<file path="src/rtl/pwmda_pkg.sv">
// ----------------------------------------------------------------------------
// pwmda_pkg
// Shared types and constants of the PWM duty demodulator with averaging.
// ----------------------------------------------------------------------------
package pwmda_pkg;

  localparam int unsigned SAMPLE_W       = 10;
  localparam int unsigned TICK_W         = 8;
  localparam int unsigned TS_W           = 32;
  localparam int unsigned PADDR_W        = 3;
  localparam int unsigned PDATA_W        = 32;
  localparam int unsigned RING_DEPTH_DEF = 10;
  localparam int unsigned STAMP_BITS_DEF = 32;

  localparam logic [SAMPLE_W-1:0] FULL_SCALE_RST = 10'd620;
  localparam logic [TICK_W-1:0]   TICKS_RST      = 8'd5;

  typedef enum logic [1:0] {
    FUNC_RISE = 2'd0,
    FUNC_FALL = 2'd1,
    FUNC_TICK = 2'd2
  } func_e;

  typedef enum logic {
    REG_FULL_SCALE = 1'b0,
    REG_TICKS      = 1'b1
  } reg_e;

  typedef struct packed {
    logic done;
    logic ovf;
  } div_stat_t;

endpackage

</file>
<file path="src/rtl/pwm_duty_demodulator_average_top.sv">
// ----------------------------------------------------------------------------
// pwm_duty_demodulator_average_top
// PWM duty capture from edge timestamps with a moving-average DAC output.
//
//   channel  direction  handshake                 payload
//   in       input      in_valid_i / in_stall_o   func_i, timestamp_i
//   out      output     out_valid_o / out_stall_i dac_value_o
//   cfg      input      APB psel/penable/pwrite   paddr, pwdata, prdata
//
// Falling edges, ignored codes and non-updating ticks are taken in idle. A
// rising edge with a sample: serial multiply (ST_MUL), serial divide of
// STAMP_BITS+SAMPLE_W bits (ST_DIV_GO, ST_DIV), ST_COMMIT. Updating tick:
// serial divide (ST_DIV), then ST_AVG_OUT, which waits under output stall.
// Reset clears all state at once; no clearing pass. The output register
// holds a result under stall while the next transaction is taken.
// ----------------------------------------------------------------------------
module pwm_duty_demodulator_average_top
  import pwmda_pkg::*;
#(
  parameter int unsigned RING_DEPTH = RING_DEPTH_DEF,
  parameter int unsigned STAMP_BITS = STAMP_BITS_DEF
) (
  input  logic                clk_i,
  input  logic                rst_ni,
  input  logic                in_valid_i,
  output logic                in_stall_o,
  input  logic [1:0]          func_i,
  input  logic [TS_W-1:0]     timestamp_i,
  output logic                out_valid_o,
  input  logic                out_stall_i,
  output logic [SAMPLE_W-1:0] dac_value_o,
  input  logic                psel,
  input  logic                penable,
  input  logic                pwrite,
  input  logic [PADDR_W-1:0]  paddr,
  input  logic [PDATA_W-1:0]  pwdata,
  output logic [PDATA_W-1:0]  prdata,
  output logic                pready
);

  localparam int unsigned PTR_W    = (RING_DEPTH > 1) ? $clog2(RING_DEPTH) : 1;
  localparam int unsigned SUM_W    = SAMPLE_W + $clog2(RING_DEPTH);
  localparam int unsigned DVD_W    = STAMP_BITS + SAMPLE_W;
  localparam int unsigned MCNT_W   = $clog2(SAMPLE_W);
  localparam logic [SUM_W-1:0] SUM_MAX = SUM_W'(RING_DEPTH * ((1 << SAMPLE_W) - 1));

  typedef enum logic [2:0] {
    ST_IDLE,
    ST_MUL,
    ST_DIV_GO,
    ST_DIV,
    ST_COMMIT,
    ST_AVG_OUT
  } state_e;

  state_e                state_q;
  logic [SAMPLE_W-1:0]   full_scale_q;
  logic [TICK_W-1:0]     ticks_q;
  logic [STAMP_BITS-1:0] rise_time_q;
  logic                  rise_seen_q;
  logic [STAMP_BITS-1:0] high_q;
  logic [PTR_W-1:0]      ptr_q;
  logic [TICK_W-1:0]     tick_q;
  logic [SUM_W-1:0]      sum_q;
  logic [SUM_W-1:0]      sum_d;
  logic [RING_DEPTH-1:0] vld_q;
  logic                  out_valid_q;
  logic                  avg_q;
  logic [MCNT_W-1:0]     mul_cnt_q;
  logic [STAMP_BITS-1:0] period_q;
  logic [STAMP_BITS-1:0] period_d;
  logic [DVD_W-1:0]      acc_q;
  logic [DVD_W-1:0]      acc_d;
  logic [SAMPLE_W-1:0]   fs_sh_q;
  logic [SAMPLE_W-1:0]   dac_q;

  logic [STAMP_BITS-1:0] ts;
  logic                  in_acc;
  logic                  cfg_wr;
  logic [TICK_W:0]       tick_cnt;
  logic [TICK_W:0]       tick_lim;
  logic                  tick_emit;
  logic                  div_start;
  logic [DVD_W-1:0]      div_dvd;
  logic [STAMP_BITS-1:0] div_dsr;
  logic [SAMPLE_W-1:0]   div_quot;
  div_stat_t             div_stat;
  logic [SAMPLE_W-1:0]   ram_rdata;
  logic [SAMPLE_W-1:0]   old_sample;
  logic [SAMPLE_W-1:0]   sample;
  logic [PTR_W-1:0]      ptr_nxt;
  logic                  ram_we;

  // configuration port
  assign pready = 1'b1;
  assign cfg_wr = psel & penable & pwrite;

  always_ff @(posedge clk_i or negedge rst_ni) begin
    if (!rst_ni) begin
      full_scale_q <= FULL_SCALE_RST;
      ticks_q      <= TICKS_RST;
    end else if (cfg_wr) begin
      unique case (reg_e'(paddr[2]))
        REG_FULL_SCALE: full_scale_q <= pwdata[SAMPLE_W-1:0];
        REG_TICKS:      ticks_q      <= pwdata[TICK_W-1:0];
        default:        ;
      endcase
    end
  end

  always_comb begin
    unique case (reg_e'(paddr[2]))
      REG_FULL_SCALE: prdata = PDATA_W'(full_scale_q);
      REG_TICKS:      prdata = PDATA_W'(ticks_q);
      default:        prdata = '0;
    endcase
  end

  // datapath
  assign in_stall_o = (state_q != ST_IDLE);
  assign in_acc     = in_valid_i & ~in_stall_o;
  assign ts         = timestamp_i[STAMP_BITS-1:0];
  assign period_d   = ts - rise_time_q;

  assign tick_cnt  = {1'b0, tick_q} + 1'b1;
  assign tick_lim  = (ticks_q == '0) ? {1'b1, {TICK_W{1'b0}}} : {1'b0, ticks_q};
  assign tick_emit = (tick_cnt >= tick_lim);

  assign acc_d = {acc_q[DVD_W-2:0], 1'b0} +
                 (fs_sh_q[SAMPLE_W-1] ? {{SAMPLE_W{1'b0}}, high_q} : '0);

  assign div_start = (state_q == ST_DIV_GO) ||
                     (in_acc && func_e'(func_i) == FUNC_TICK && tick_emit);
  assign div_dvd   = (state_q == ST_DIV_GO) ? acc_q : DVD_W'(sum_q);
  assign div_dsr   = (state_q == ST_DIV_GO) ? period_q : STAMP_BITS'(RING_DEPTH);

  assign old_sample = vld_q[ptr_q] ? ram_rdata : '0;
  assign sample     = (div_stat.ovf || div_quot > full_scale_q) ? full_scale_q : div_quot;
  assign sum_d      = sum_q - SUM_W'(old_sample) + SUM_W'(sample);
  assign ptr_nxt    = (ptr_q == PTR_W'(RING_DEPTH - 1)) ? '0 : ptr_q + 1'b1;
  assign ram_we     = (state_q == ST_COMMIT);

  pwmda_div #(
    .DSR_W(STAMP_BITS),
    .DVD_W(DVD_W)
  ) u_div (
    .clk_i     (clk_i),
    .rst_ni    (rst_ni),
    .start_i   (div_start),
    .dividend_i(div_dvd),
    .divisor_i (div_dsr),
    .quot_o    (div_quot),
    .stat_o    (div_stat)
  );

  pwmda_ram #(
    .WIDTH(SAMPLE_W),
    .DEPTH(RING_DEPTH)
  ) u_ring (
    .clk_i  (clk_i),
    .we_i   (ram_we),
    .waddr_i(ptr_q),
    .wdata_i(sample),
    .raddr_i(ptr_q),
    .rdata_o(ram_rdata)
  );

  always_ff @(posedge clk_i or negedge rst_ni) begin
    if (!rst_ni) begin
      state_q     <= ST_IDLE;
      rise_time_q <= '0;
      rise_seen_q <= 1'b0;
      high_q      <= '0;
      ptr_q       <= '0;
      tick_q      <= '0;
      sum_q       <= '0;
      vld_q       <= '0;
      out_valid_q <= 1'b0;
      avg_q       <= 1'b0;
      mul_cnt_q   <= '0;
    end else begin
      if (out_valid_q && !out_stall_i && state_q != ST_AVG_OUT) begin
        out_valid_q <= 1'b0;
      end
      unique case (state_q)
        ST_IDLE: begin
          if (in_acc) begin
            case (func_e'(func_i))
              FUNC_RISE: begin
                if (rise_seen_q && period_d != '0) begin
                  mul_cnt_q <= MCNT_W'(SAMPLE_W - 1);
                  state_q   <= ST_MUL;
                end
                rise_time_q <= ts;
                rise_seen_q <= 1'b1;
              end
              FUNC_FALL: high_q <= period_d;
              FUNC_TICK: begin
                if (tick_emit) begin
                  tick_q  <= '0;
                  avg_q   <= 1'b1;
                  state_q <= ST_DIV;
                end else begin
                  tick_q <= tick_cnt[TICK_W-1:0];
                end
              end
              default: ;
            endcase
          end
        end
        ST_MUL: begin
          mul_cnt_q <= mul_cnt_q - 1'b1;
          if (mul_cnt_q == '0) begin
            state_q <= ST_DIV_GO;
          end
        end
        ST_DIV_GO: begin
          avg_q   <= 1'b0;
          state_q <= ST_DIV;
        end
        ST_DIV: begin
          if (div_stat.done) begin
            state_q <= avg_q ? ST_AVG_OUT : ST_COMMIT;
          end
        end
        ST_COMMIT: begin
          vld_q[ptr_q] <= 1'b1;
          sum_q        <= sum_d;
          ptr_q        <= ptr_nxt;
          state_q      <= ST_IDLE;
        end
        ST_AVG_OUT: begin
          if (!out_valid_q || !out_stall_i) begin
            out_valid_q <= 1'b1;
            state_q     <= ST_IDLE;
          end
        end
        default: state_q <= ST_IDLE;
      endcase
    end
  end

  always_ff @(posedge clk_i) begin
    if (state_q == ST_IDLE && in_acc && func_e'(func_i) == FUNC_RISE) begin
      period_q <= period_d;
      acc_q    <= '0;
      fs_sh_q  <= full_scale_q;
    end else if (state_q == ST_MUL) begin
      acc_q   <= acc_d;
      fs_sh_q <= {fs_sh_q[SAMPLE_W-2:0], 1'b0};
    end
    if (state_q == ST_AVG_OUT && (!out_valid_q || !out_stall_i)) begin
      dac_q <= div_quot;
    end
  end

  assign out_valid_o = out_valid_q;
  assign dac_value_o = dac_q;

  // checks
  a_sum_bound: assert property (@(posedge clk_i) disable iff (!rst_ni)
    sum_q <= SUM_MAX)
    else $error("ring sum above its bound");

  a_ptr_range: assert property (@(posedge clk_i) disable iff (!rst_ni)
    ptr_q <= PTR_W'(RING_DEPTH - 1))
    else $error("ring pointer out of range");

  a_div_done_state: assert property (@(posedge clk_i) disable iff (!rst_ni)
    div_stat.done |-> state_q == ST_DIV)
    else $error("divider finished outside of the divide state");

  a_out_source: assert property (@(posedge clk_i) disable iff (!rst_ni)
    $rose(out_valid_q) |-> $past(state_q == ST_AVG_OUT))
    else $error("output raised without an average");

endmodule

</file>
<file path="src/rtl/pwmda_ram.sv">
// ----------------------------------------------------------------------------
// pwmda_ram
// Generic single-write, single-read RAM with registered read data.
// ----------------------------------------------------------------------------
module pwmda_ram #(
  parameter int unsigned WIDTH = 10,
  parameter int unsigned DEPTH = 10,
  localparam int unsigned AW   = (DEPTH > 1) ? $clog2(DEPTH) : 1
) (
  input  logic             clk_i,
  input  logic             we_i,
  input  logic [AW-1:0]    waddr_i,
  input  logic [WIDTH-1:0] wdata_i,
  input  logic [AW-1:0]    raddr_i,
  output logic [WIDTH-1:0] rdata_o
);

  logic [WIDTH-1:0] mem_q [DEPTH];
  logic [WIDTH-1:0] rdata_q;

  always_ff @(posedge clk_i) begin
    if (we_i) begin
      mem_q[waddr_i] <= wdata_i;
    end
    rdata_q <= mem_q[raddr_i];
  end

  assign rdata_o = rdata_q;

endmodule

</file>
<file path="src/rtl/pwmda_div.sv">
// ----------------------------------------------------------------------------
// pwmda_div
// Bit-serial restoring divider, one dividend bit per cycle. Keeps the low
// quotient bits and a sticky flag for any quotient bit above them.
// ----------------------------------------------------------------------------
module pwmda_div
  import pwmda_pkg::*;
#(
  parameter int unsigned DSR_W = STAMP_BITS_DEF,
  parameter int unsigned DVD_W = STAMP_BITS_DEF + SAMPLE_W
) (
  input  logic                clk_i,
  input  logic                rst_ni,
  input  logic                start_i,
  input  logic [DVD_W-1:0]    dividend_i,
  input  logic [DSR_W-1:0]    divisor_i,
  output logic [SAMPLE_W-1:0] quot_o,
  output div_stat_t           stat_o
);

  localparam int unsigned CNT_W = $clog2(DVD_W + 1);

  logic [CNT_W-1:0]    cnt_q;
  logic                done_q;
  logic                ovf_q;
  logic [DVD_W-1:0]    dvd_q;
  logic [DSR_W-1:0]    dsr_q;
  logic [DSR_W-1:0]    rem_q;
  logic [SAMPLE_W-1:0] quot_q;

  logic [DSR_W:0]      trial;
  logic [DSR_W:0]      diff;
  logic                ge;

  assign trial = {rem_q, dvd_q[DVD_W-1]};
  assign diff  = trial - {1'b0, dsr_q};
  assign ge    = (trial >= {1'b0, dsr_q});

  always_ff @(posedge clk_i or negedge rst_ni) begin
    if (!rst_ni) begin
      cnt_q  <= '0;
      done_q <= 1'b0;
      ovf_q  <= 1'b0;
    end else begin
      done_q <= !start_i && (cnt_q == CNT_W'(1));
      if (start_i) begin
        cnt_q <= CNT_W'(DVD_W);
        ovf_q <= 1'b0;
      end else if (cnt_q != '0) begin
        cnt_q  <= cnt_q - 1'b1;
        ovf_q  <= ovf_q | quot_q[SAMPLE_W-1];
      end
    end
  end

  always_ff @(posedge clk_i) begin
    if (start_i) begin
      dvd_q  <= dividend_i;
      dsr_q  <= divisor_i;
      rem_q  <= '0;
      quot_q <= '0;
    end else if (cnt_q != '0) begin
      dvd_q  <= {dvd_q[DVD_W-2:0], 1'b0};
      rem_q  <= ge ? diff[DSR_W-1:0] : trial[DSR_W-1:0];
      quot_q <= {quot_q[SAMPLE_W-2:0], ge};
    end
  end

  assign quot_o      = quot_q;
  assign stat_o.done = done_q;
  assign stat_o.ovf  = ovf_q;

endmodule
</file>
<file path="config.mk">
export PLATFORM = sky130hd
export DESIGN_NAME = pwm_duty_demodulator_average_top
export DESIGN_NICKNAME = d
export VERILOG_FILES = /design/src/rtl/pwmda_pkg.sv /design/src/rtl/pwm_duty_demodulator_average_top.sv /design/src/rtl/pwmda_ram.sv /design/src/rtl/pwmda_div.sv
export SDC_FILE = /design/constraint.sdc
export NUM_CORES = 1
export LEC_CHECK = 0
export BUFFER_PORTS_ARGS = -buffer_cell sky130_fd_sc_hd__clkbuf_2
export CAP_MARGIN = 20
export CELL_PAD_IN_SITES_DETAIL_PLACEMENT = 1
export CELL_PAD_IN_SITES_GLOBAL_PLACEMENT = 1
export CORE_UTILIZATION = 44
export DETAILED_ROUTE_END_ITERATION = 10
export HOLD_SLACK_MARGIN = 0.02
export PLACE_DENSITY = 0.82
export SYNTH_ARGS = -nofsm -noshare
export SYNTH_HDL_FRONTEND = slang
export SYNTH_SLANG_ARGS = --single-unit
</file>
<file path="constraint.sdc">
create_clock -name clk_i -period 5.2 [get_ports clk_i]
set_clock_uncertainty 0.05 [all_clocks]
set_input_delay 1.04 -clock clk_i [delete_from_list [all_inputs] [get_ports clk_i]]
set_output_delay 1.04 -clock clk_i [all_outputs]
set_load 0.1 [all_outputs]
</file>
After elaboration in Yosys (flattened, before gate mapping). Memories as Yosys holds them, arrays and structs flattened. A register that Yosys moved wholly into a read port is not among the register bits. Index checks and enable logic that the tools add are counted.

Add/subtract/negate cells: 9. Muxes and demuxes: 43. Reduce and logical (&&, ||, !) cells: 35. Equality and inequality tests: 21. Bitwise operators: 7. Magnitude comparators: 5.

Operator list (number): $mux W42 (3); $mux W32 (2); $pmux W32 S2 (1); $sub A32 B32 Y32 (2); $add A42 B32 Y42 (1); $mux W10 (4); $ge A33 B32 Y1 (1); $reduce_bool A32 Y1 (1); $mux W3 (6); $mux W4 (4); $pmux W3 S5 (1); $add A14 B10 Y14 (1); $sub A14 B10 Y14 (1); $mux W1 (13); $mux W6 (2); $gt A10 B10 Y1 (1); $logic_and A1 B1 Y1 (10); $ne A2 B2 Y1 const B (5); $or A10 B10 Y10 (1); $add A8 B1 Y9 const B (1); $ge A9 B9 Y1 (1); $mux W9 (1); $ne A3 B3 Y1 const B (3); $reduce_and A3 Y1 (3); other kinds (35) (51).

RAM bits: 100. Memories: 1. Output and inout port bits: 45. Bits in registers: 346.

Memories: u_ring.mem_q (depth 10, width 10, rd ports 1, clocked after memory_dff 1, wr ports 1, line pwmda_ram.sv:18) `logic [WIDTH-1:0] mem_q [DEPTH];`.

Longest topological paths before layout. Gate-level depths: netlist of the first run.

Word-level depth: 8. Mapped depth: 23.

By module. A second synthesis of the first run with hierarchy kept.

Cell total of the unflattened synthesis: 2506. Area total of the unflattened synthesis: 25480.7 um^2.

Modules (own cells, without submodules): pwm_duty_demodulator_average_top (instances 1, cells an instance 1653, area an instance 14676.6 um^2); pwmda_div (instances 1, cells an instance 623, area an instance 6556.3 um^2); pwmda_ram (instances 1, cells an instance 230, area an instance 4247.8 um^2).

Least setup slack after synthesis of the first run. OpenSTA, ideal clock, no wires.

Path kind: reg2reg. Start point: register full_scale_q[3]. End point: register sum_q[12]. Data arrival time: 4.941 ns. Clock period less this slack: 5.127 ns. Setup slack: 0.073 ns. Buffers on the path: 1. Cell stages (with the launch flop): 23. Cells stage by stage: dfstp_2 -> inv_1 -> ha_1 -> a21o_1 -> a21o_1 -> a21oi_1 -> o211ai_1 -> a21oi_1 -> clkbuf_1 -> a21oi_1 -> fa_1 -> inv_1 -> fa_1 -> a21o_1 -> a21oi_1 -> o21bai_1 -> a21oi_1 -> nor2b_1 -> o21a_1 -> o31a_1 -> o41ai_1 -> xor2_1 -> o21ai_0.

Longest elaborated chain between the ends: 4.

Ends and longest elaborated chain: start: declaration (line pwm_duty_demodulator_average_top.sv:57) `logic [SAMPLE_W-1:0] full_scale_q;`; start signal: assignment (line pwm_duty_demodulator_average_top.sv:104) `REG_FULL_SCALE: full_scale_q <= pwdata[SAMPLE_W-1:0];`; $gt A10 B10 Y1 (line pwm_duty_demodulator_average_top.sv:138) `assign sample = (div_stat.ovf || div_quot > full_scale_q) ? full_scale_q : div_quot;`; $logic_or A1 B1 Y1 (line pwm_duty_demodulator_average_top.sv:138); $mux W10 (*) (line pwm_duty_demodulator_average_top.sv:138); $add A14 B10 Y14 (*) (line pwm_duty_demodulator_average_top.sv:139) `assign sum_d = sum_q - SUM_W'(old_sample) + SUM_W'(sample);`; end signal: assignment (line pwm_duty_demodulator_average_top.sv:228) `sum_q <= sum_d;`; end: declaration (line pwm_duty_demodulator_average_top.sv:64) `logic [SUM_W-1:0] sum_q;`.

Every way passes the cells marked *; elsewhere a longest branch is shown, timed or not. A chain may end at the register's enable or synchronous reset.

Worst setup path in the final report of the first run. Ends and elaborated chain as after synthesis.

==> reports/metrics.yaml, run 1 <==
outcome:
  status: "finished, violations left"
  violations: "setup timing"
pwr:
  ir_drop_mv: 0.330
  p_per_area_nw_per_um2: 691
  total_power_mw: 19.6
  leakage_nw: 11.9
timing:
  fin_crit_sh_pct: 103
  tightest_slew_ns: 1.10
  finalMaxSlewViolations: 0
  slew_headroom_pct: 26.4
  setup_viol: 1
  fmax_mhz: 187
  hold-worst-slack_ns: 0.395
  hold_violations: 0
  rsz0062_at_grt: "true"
  finalWorstSetupSlack_ns: -0.148
  period_minus_slack_ns: 5.35
critical_path:
  critPathMostFrequentCell: "buf_4"
  worstSetupEndpointType: "flop"
  critical_path.max_stage_delay_ns: 0.54
  cp.arrival_ns: 5.74
  startpoint_type: "flop"
  timing.rr.start: "full_scale_q[3]"
  cp_slowest_cell: "dfstp_2"
  crit_family: "compound AO/OA/AOI/OAI gates"
  cp_data_required_time_ns: 5.59
  crit_fanout: 5
  reg2reg_slack_ns: -0.15
  r2r_end: "sum_q[12]"
  critPathKind: "flop to flop"
  r2r_cells: 25
  crit_buf_inv: 6
place:
  numPortBuffers: 73
  placed_area_um2: 26400
  place_congestion: 0.883
  dp_hpwl_mm: 50.5
route:
  wl_per_cell_um: 21.6
  routed_wl_mm: 73.3
  drt-pass1-iter-count: 7
  drt_iter0_markers: 1248
  num_vias: 19552
  viasPerCell: 5.75
  route.detailed.drc: 0
  ant_nets: 0
finish:
  num-fill-cells: 6340
  drive_gt1_share_pct: 13.4
  final_cell_area_um2: 28400
  layout.nets: 2825
  syn2layout_area_growth_pct: 12.9
  antennaDiodeCount: 0
yosys:
  netlist_area_um2: 25100
  synth_top_area_share_pct: 27.0
  synth_area_leaders: "edfxtp_1, dfrtp_1, dfxtp_1"
  synth.ff_latch_count: 456
  synth_top_area_cell: "edfxtp_1"
  post_synth_num_cell_types: 81
  syn_inst: 2527
  synth_ff_type: "edfxtp_1"
  ys_async_sr_fraction_pct: 29.8
  synth_edf_count: 226
  yosysSeqAreaShare_pct: 48.1
  synth_warnings: 0
  avgSynthCellArea_um2: 9.95
clocking:
  clock-sinks: 456
  htreeDepth: 2
  cts_tree: "yes"
  clk_pin_slew_ns: 0.07
  clock_latency_ns: 0.62
  clock-root-buffer: "clkbuf_16"
  cts.hold.buffers_added: 0
  cts_buffers: 49
  clk_path_buf_depth: 3
floorplan:
  die_y_um: 241
  fp-row-count: 87
  die_x_um: 241
  start_util_pct: 44.6
  core_area_um2: 56400
  die_area_um2: 58100
  num_io_pins: 121
run:
  max_cap_viol_count: 0
global_route:
  overflow: 0
  grt_pass1_vias: 20590
  grt_pass1_wl_mm: 113
  grt_antenna_before_repair: 1
  grt_max_degree: 87
  track_usage_pct: 24.6
hold_path:
  min_path_type: "input port to async pin"
## synth_stat cells (all sizes together), types with 21 or more instances
library cell	number
buf	33
nor2b	27
nor2	118
mux2i	37
ha	132
dfrtp	129
mux2	42
a211oi	42
nor3	42
o21ai	248
nand3	53
a21oi	142
a21o	45
xor2	49
dfxtp	94
mux4	22
edfxtp	226
and2	83
inv	175
o21a	27
clkbuf	98
nand2b	21
or2	21
xnor2	55
nand4	23
nand2	308
## sequential cells by signal, summed over array words and instances (netlist names), 14 cells and up
register and flops:
u_div.rem_q 32, u_div.dsr_q 32, sum_q 14, high_q 32, period_q 32, acc_q 42
u_div.dvd_q 42, u_ring.mem_q 100, rise_time_q 32
## per-layer routing
metal | part of all wire (%) | global-route usage, % | vias to the layer above
met5 | 0.018 | 0 | -
met4 | 3.4 | 8.96 | 2
met3 | 4.0 | 3.44 | 150
met2 | 51 | 43.4 | 462
met1 | 42 | 30.6 | 9828
li1 | - | - | 9110
## worst register-to-register path, cell delays in order (launching register included)
cell and delay, ns:
dfstp_2 0.54, inv_1 0.08, ha_4 0.25, a21o_1 0.16
a21o_1 0.19, a21oi_1 0.15, o211ai_1 0.15, a21oi_2 0.21
buf_6 0.15, buf_4 0.16, buf_4 0.15, nor2_1 0.05
a21oi_1 0.14, buf_4 0.17, fa_1 0.46, inv_2 0.13
ha_4 0.25, a21oi_4 0.19, o21bai_1 0.16, a21oi_2 0.23
nor2b_1 0.07, o21a_1 0.18, o31a_1 0.31, o41ai_2 0.29
xor2_1 0.19, o21ai_1 0.10
## final cells by class
class | instances | area (µm²) | area share (%)
Sequential cell | 456 | 12100 | 42.6
Timing Repair Buffer | 136 | 927 | 3.27
Inverter | 176 | 662 | 2.33
Clock inverter | 32 | 372 | 1.31
Multi-Input combinational cell | 1785 | 12100 | 42.5
Tap cell | 756 | 946 | 3.33
Clock buffer | 60 | 1330 | 4.69
## what timing repair did
action                     in CTS  in global routing
setup buffers                   1                  4
pin swaps                       2                 11
setup endpoints to repair       3                  4
gates resized for setup         5                 21
## worst max-delay path by stage
stage | slack, ns | from | cells past startpoint | endpoint
final | -0.15 | full_scale_q[3] | 25 | sum_q[12]
after global routing | -0.26 | full_scale_q[3] | 25 | sum_q[12]
after CTS | 0.01 | full_scale_q[2] | 24 | sum_q[13]
after detailed placement | -0.14 | full_scale_q[2] | 23 | sum_q[12]
after global placement | 0.09 | full_scale_q[3] | 23 | sum_q[12]
after floorplan | 0.07 | full_scale_q[3] | 22 | sum_q[12]
## kinds of logic (layout without fill, tap and decap cells)
group,count (synthesis),in the layout,share of synthesized area (%)
buf+inv,307,404,4.96
compound gates,638,638,15.6
xor+xnor,104,104,3.62
flops,456,456,48.1
fa+ha+maj,145,145,7.61
other cells,2,23,0.0299
mux,101,101,5.33
simple gates,774,774,14.8
## cell usage in the layout (no fill, tap or decap), types with 55 or more instances in the layout
cell type	netlist	routed
clkbuf_2	0	72
o21ai_0	243	242
a21oi_1	141	137
dfrtp_1	129	128
ha_1	132	126
inv_1	175	170
dfxtp_1	94	94
edfxtp_1	226	226
nand2_1	308	307
xnor2_1	55	55
and2_1	83	83
nor2_1	118	115
## power by group
| group | total, mW | leakage [nW] | internal (mW) | switching, mW |
|---|---|---|---|---|
| logic | 10.1 | 6.39 | 3.82 | 6.24 |
| registers | 5.80 | 4.66 | 5.14 | 0.660 |
| clock network | 3.73 | 0.814 | 2.14 | 1.59 |
| total | 19.6 | 11.9 | 11.1 | 8.49 |
## metrics by stage
step	setup WS (ns)	setup TNS, ns	utilization [%]	cells
after global routing	-0.257	-0.581	50.3	3401
after CTS	0.0126	0	49.9	3389
final	-0.148	-0.148	50.3	3401
after global placement	0.0892	0	46.7	3291
after floorplan	0.0734	0	-	2548
after detailed placement	-0.137	-0.203	46.8	3296
Power figures use the tool's default switching activity.
==> run 2: changes to the inputs <==
--- a/config.mk
+++ b/config.mk
@@ -9,10 +9,11 @@
 export CAP_MARGIN = 20
 export CELL_PAD_IN_SITES_DETAIL_PLACEMENT = 1
 export CELL_PAD_IN_SITES_GLOBAL_PLACEMENT = 1
-export CORE_UTILIZATION = 44
+export CORE_MARGIN = 2
+export CORE_UTILIZATION = 30
 export DETAILED_ROUTE_END_ITERATION = 10
 export HOLD_SLACK_MARGIN = 0.02
-export PLACE_DENSITY = 0.82
+export PLACE_DENSITY = 0.62
 export SYNTH_ARGS = -nofsm -noshare
 export SYNTH_HDL_FRONTEND = slang
 export SYNTH_SLANG_ARGS = --single-unit
==> run 2 against run 1 <==
The flow now finishes without violations. Total power up 0.32%. Die area is 48% higher. Routed wire length is 4.8% lower. Clock power grew 8.3%. Flip-flop and latch count unchanged. Global-route usage is 8.5 points lower. First-iteration DRC count down 32%. Utilization down 15 points. Clock-buffer cell count increased by 7. Final area up 2.8%. Non-clock buffer count increased by 34. Cell count grew 11%. Critical path type unchanged.
==> reports/metrics.yaml, run 2 (synthesized netlist as in run 1, its figures left out) <==
floorplan:
  die_x_um: 293
  start_util_pct: 30.2
  die_y_um: 293
  fp-row-count: 106
  num_io_pins: 121
  die_area_um2: 86100
  core_area_um2: 83300
finish:
  final_common_cell: "nand2_1"
  final_cell_mix: "nand2_1, o21ai_0, edfxtp_1"
  antennaDiodeCount: 0
  layout.nets: 2864
  syn2layout_area_growth_pct: 16.0
  largest-register: "u_ring.mem_q"
  final_cell_area_um2: 29200
  drive_gt1_share_pct: 14.4
  top_regs: "u_ring.mem_q (100), acc_q (42), u_div.dvd_q (42)"
  largest_register_ffs: 100
route:
  route.detailed.drc: 0
  wl_per_cell_um: 18.5
  drt-pass1-iter-count: 4
  ant_nets: 0
  drt_iter0_markers: 849
  num_vias: 18868
  viasPerCell: 5.01
  routed_wl_mm: 69.8
global_route:
  grt_pass1_wl_mm: 112
  grt_max_degree: 137
  grt_antenna_before_repair: 0
  overflow: 0
  track_usage_pct: 16.1
  grt_pass1_vias: 20317
clocking:
  htreeDepth: 2
  clk_pin_slew_ns: 0.06
  cts_buffers: 54
  clk_path_buf_depth: 3
  clock-root-buffer: "clkbuf_16"
  cts_tree: "yes"
  clock-sinks: 456
  clock_latency_ns: 0.63
critical_path:
  cp.arrival_ns: 5.37
  cp_data_required_time_ns: 5.65
  critPathKind: "flop to flop"
  crit_fanout: 6
  startpoint_type: "flop"
  worstSetupEndpointType: "flop"
timing:
  slew_headroom_pct: 30.3
  fin_crit_sh_pct: 94.6
  fmax_mhz: 203
  finalMaxSlewViolations: 0
  hold_violations: 0
  tns_ns: 0
  setup_viol: 0
  period_minus_slack_ns: 4.92
  finalWorstSetupSlack_ns: 0.282
  tightest_slew_ns: 1.04
outcome:
  status: "completed"
place:
  place_congestion: 0.850
  post-place-ws_ns: -0.140
  numPortBuffers: 73
  dp_hpwl_mm: 51.3
  placed_area_um2: 27100
pwr:
  leakage_nw: 12.1
  p_per_area_nw_per_um2: 674
  total_power_mw: 19.7
  ir_drop_mv: 0.361
hold_path:
  min_path_type: "flop to flop"
run:
  max_cap_viol_count: 0
run 2: final timing paths:
check,startpoint,end,slack (ns),cells after the start
setup reg to reg,full_scale_q[3],sum_q[12],0.28,23
hold reg to reg,vld_q[0],vld_q[0],0.41,1
hold / removal,vld_q[0],vld_q[0],0.41,1
min in group asynchronous,rst_ni,rise_time_q[22],0.43,2
max in group asynchronous,rst_ni,ptr_q[0],3.87,2
setup / recovery,full_scale_q[3],sum_q[12],0.28,23
run 2: through the flow:
stage                     instances  util (%)  hold slack, ns
after floorplan                2548         -           0.375
after global placement         3658      32.5           0.392
after detailed placement       3659      32.5           0.408
after CTS                      3761      34.8           0.419
after global routing           3769      35.0           0.437
final                          3769      35.0           0.412
run 2: worst max-delay path, cell delays in order (launching register included):
cell and delay [ns]:
dfstp_2 0.52, inv_1 0.07, ha_4 0.22, a21o_1 0.15, a21o_1 0.19, a21oi_2 0.14
o211ai_1 0.09, a21oi_1 0.18, buf_4 0.17, a21oi_1 0.08, buf_4 0.16, fa_1 0.51
inv_2 0.06, fa_2 0.35, a21o_1 0.19, a21oi_2 0.14, o21bai_1 0.11, a21oi_2 0.16
nor2b_1 0.06, o21a_1 0.18, o31a_1 0.34, o41ai_2 0.38, xor2_1 0.20, o21ai_1 0.10
run 2: final cells by class:
type                    count  area, µm²
flip-flops and latches    456      12100
repair buffers            170       1160
clock buffers              67       1440
inverters                 176        662
fillers                  9460      54100
clock inverters            35        443
well taps                1080       1350
multi-input cells        1785      12000
run 2: where the power goes:
| group | total [mW] | switching [mW] | internal (mW) | leakage [nW] |
|---|---|---|---|---|
| Sequential | 5.81 | 0.667 | 5.14 | 4.66 |
| Combinational | 9.81 | 5.87 | 3.94 | 6.53 |
| Clock | 4.04 | 1.65 | 2.39 | 0.920 |
| Total | 19.7 | 8.19 | 11.5 | 12.1 |
run 2: repair_timing:
action	4_1_cts	5_1_grt
endpoints found under the setup margin	2	4
hold buffers	0	0
buffers inserted	0	3
resized for setup	2	16
pin swaps	0	11
run 2: routing by layer:
| metal | GRT usage (%) | share of wire [%] | vias up |
|---|---|---|---|
| met5 | 0 | 0 | - |
| met4 | 5.64 | 3.1 | 0 |
| met3 | 1.85 | 2.5 | 102 |
| met2 | 28.0 | 49 | 220 |
| met1 | 20.7 | 46 | 9352 |
| li1 | - | - | 9194 |
==> run 3: changes to the inputs <==
--- a/config.mk
+++ b/config.mk
@@ -14,6 +14,7 @@
 export DETAILED_ROUTE_END_ITERATION = 10
 export HOLD_SLACK_MARGIN = 0.02
 export PLACE_DENSITY = 0.62
+export REMOVE_ABC_BUFFERS = 1
 export SYNTH_ARGS = -nofsm -noshare
 export SYNTH_HDL_FRONTEND = slang
 export SYNTH_SLANG_ARGS = --single-unit
==> constraint.sdc (replaced) <==
create_clock -name clk_i -period 5.2 [get_ports clk_i]
set_clock_uncertainty 0.05 [all_clocks]
set_input_delay 1.04 -clock clk_i [delete_from_list [all_inputs] [get_ports clk_i]]
set_output_delay 1.04 -clock clk_i [all_outputs]
set_load 0.005 [all_outputs]
==> run 3 against run 2 <==
Largest cell class unchanged. Routed wire length is 0.57% lower. Largest power group unchanged. Critical path type unchanged. Sequential power hardly changed. Sequential share of layout area is 0.073 points higher. Register-to-register slack worse by 0.06 ns. First-iteration DRC count is 5.2% higher.
==> reports/metrics.yaml, run 3 (synthesized netlist as in run 1, its figures left out) <==
outcome:
  status: "completed"
route:
  routed_wl_mm: 69.4
  route.detailed.drc: 0
  wl_per_cell_um: 18.5
  num_vias: 18836
  viasPerCell: 5.02
  ant_nets: 0
  drt-pass1-iter-count: 4
  drt_iter0_markers: 893
clocking:
  cts_buffers: 55
  clk_path_buf_depth: 3
  clk_pin_slew_ns: 0.06
  clock_latency_ns: 0.64
  htreeDepth: 2
  clock-sinks: 456
  cts_tree: "yes"
  clock-root-buffer: "clkbuf_16"
finish:
  final_common_cell: "nand2_1"
  final_util_pct: 34.9
  top_regs: "u_ring.mem_q (100), acc_q (42), u_div.dvd_q (42)"
  stdcell_count: 3753
  final_cell_area_um2: 29100
  final_cell_mix: "nand2_1, o21ai_0, edfxtp_1"
  largest-register: "u_ring.mem_q"
  layout.nets: 2847
  drive_gt1_share_pct: 13.6
  syn2layout_area_growth_pct: 15.8
  antennaDiodeCount: 0
  largest_register_ffs: 100
timing:
  tns_ns: 0
  tightest_slew_ns: 0.975
  slew_headroom_pct: 34.8
  fmax_mhz: 201
  hold_violations: 0
  finalWorstSetupSlack_ns: 0.224
  setup_viol: 0
  finalMaxSlewViolations: 0
  period_minus_slack_ns: 4.98
  hold-worst-slack_ns: 0.254
  fin_crit_sh_pct: 95.7
critical_path:
  crit_fanout: 4
  cp_slowest_cell: "dfstp_2"
  reg2reg_slack_ns: 0.22
  crit_chain: "inv_1 -> ha_4 -> a21o_1 -> a21o_1 -> a21oi_2 -> o211ai_1 -> a21oi_1 -> buf_4 -> mux2_2 -> inv_1 -> ha_1 -> inv_1 -> ha_1 -> fa_2 -> a21o_1 -> a21oi_2 -> o21bai_1 -> a21oi_2 -> nor2b_1 -> o21a_1 -> o31a_1 -> o41ai_2 -> xor2_1 -> o21ai_0"
  critical_path.max_stage_delay_ns: 0.52
  cp_data_required_time_ns: 5.63
  critPathKind: "flop to flop"
  r2r_end: "sum_q[12]"
  timing.rr.start: "full_scale_q[3]"
  crit_family: "compound AO/OA/AOI/OAI gates"
  startpoint_type: "flop"
  worstSetupEndpointType: "flop"
  crit_buf_inv: 4
  cp.arrival_ns: 5.40
  r2r_cells: 24
floorplan:
  die_y_um: 293
  die_area_um2: 86100
  num_io_pins: 121
  core_area_um2: 83300
  start_util_pct: 30.2
  die_x_um: 293
  fp-row-count: 106
pwr:
  total_power_mw: 19.4
  p_per_area_nw_per_um2: 666
  ir_drop_mv: 0.297
  leakage_nw: 12.1
place:
  numPortBuffers: 73
  dp_hpwl_mm: 50.7
  placed_cells: 3637
  post-place-ws_ns: -0.0291
  placed_area_um2: 26900
  place_congestion: 0.819
global_route:
  track_usage_pct: 16.2
  overflow: 0
  grt_antenna_before_repair: 0
  grt_max_degree: 87
  grt_pass1_vias: 20309
  grt_pass1_wl_mm: 112
hold_path:
  min_path_type: "input port to async pin"
run:
  max_cap_viol_count: 0
-- run 3: worst reg2reg max path, cell delays in order (launching register included) --
cell and delay [ns]:
dfstp_2 0.52, inv_1 0.07, ha_4 0.25, a21o_1 0.16, a21o_1 0.18, a21oi_2 0.15, o211ai_1 0.10, a21oi_1 0.16
buf_4 0.16, mux2_2 0.35, inv_1 0.07, ha_1 0.13, inv_1 0.04, ha_1 0.20, fa_2 0.37, a21o_1 0.21
a21oi_2 0.17, o21bai_1 0.10, a21oi_2 0.17, nor2b_1 0.07, o21a_1 0.18, o31a_1 0.33, o41ai_2 0.38, xor2_1 0.18
o21ai_0 0.09
-- run 3: how the worst max path moves through the flow --
stage / startpoint / slack, ns / cells after the start / endpoint
2_1_floorplan: state_q[2] / -0.27 / 4 / u_div.dvd_q[0]
3_3_place_gp: full_scale_q[3] / 0.02 / 23 / sum_q[13]
3_5_place_dp: full_scale_q[3] / -0.03 / 24 / sum_q[12]
4_1_cts: full_scale_q[3] / 0.02 / 23 / sum_q[13]
5_1_grt: full_scale_q[3] / -0.02 / 24 / sum_q[12]
6_report: full_scale_q[3] / 0.22 / 24 / sum_q[12]
-- run 3: power by group --
group,total (mW),switching (mW),internal [mW],leakage [nW]
Clock,4.16,1.64,2.52,0.964
Sequential,5.79,0.649,5.14,4.66
Combinational,9.42,5.61,3.81,6.46
-- run 3: area by class of cell --
cell class	count	area, µm²
fill	9429	54200
sequential	456	12100
multi-input combinational	1785	12000
clock buffer	74	1560
tap	1080	1350
timing repair buffer	152	1050
inverter	176	662
clock inverter	30	418
-- run 3: layer usage --
layer	vias to the layer above	routed length (µm)	GRT usage (%)
met3	99	2090	2.00
met2	235	33800	28.2
met1	9321	31200	20.5
met4	0	2280	5.82
li1	9181	-	-
met5	-	0	0
-- run 3: repair_timing --
action | in CTS | in global routing
hold buffers | 0 | 0
endpoints found under the hold margin | 0 | 0
resized for setup | 1 | 14
pin swaps | 0 | 6
buffers inserted | 0 | 3
endpoints found under the setup margin | 2 | 4
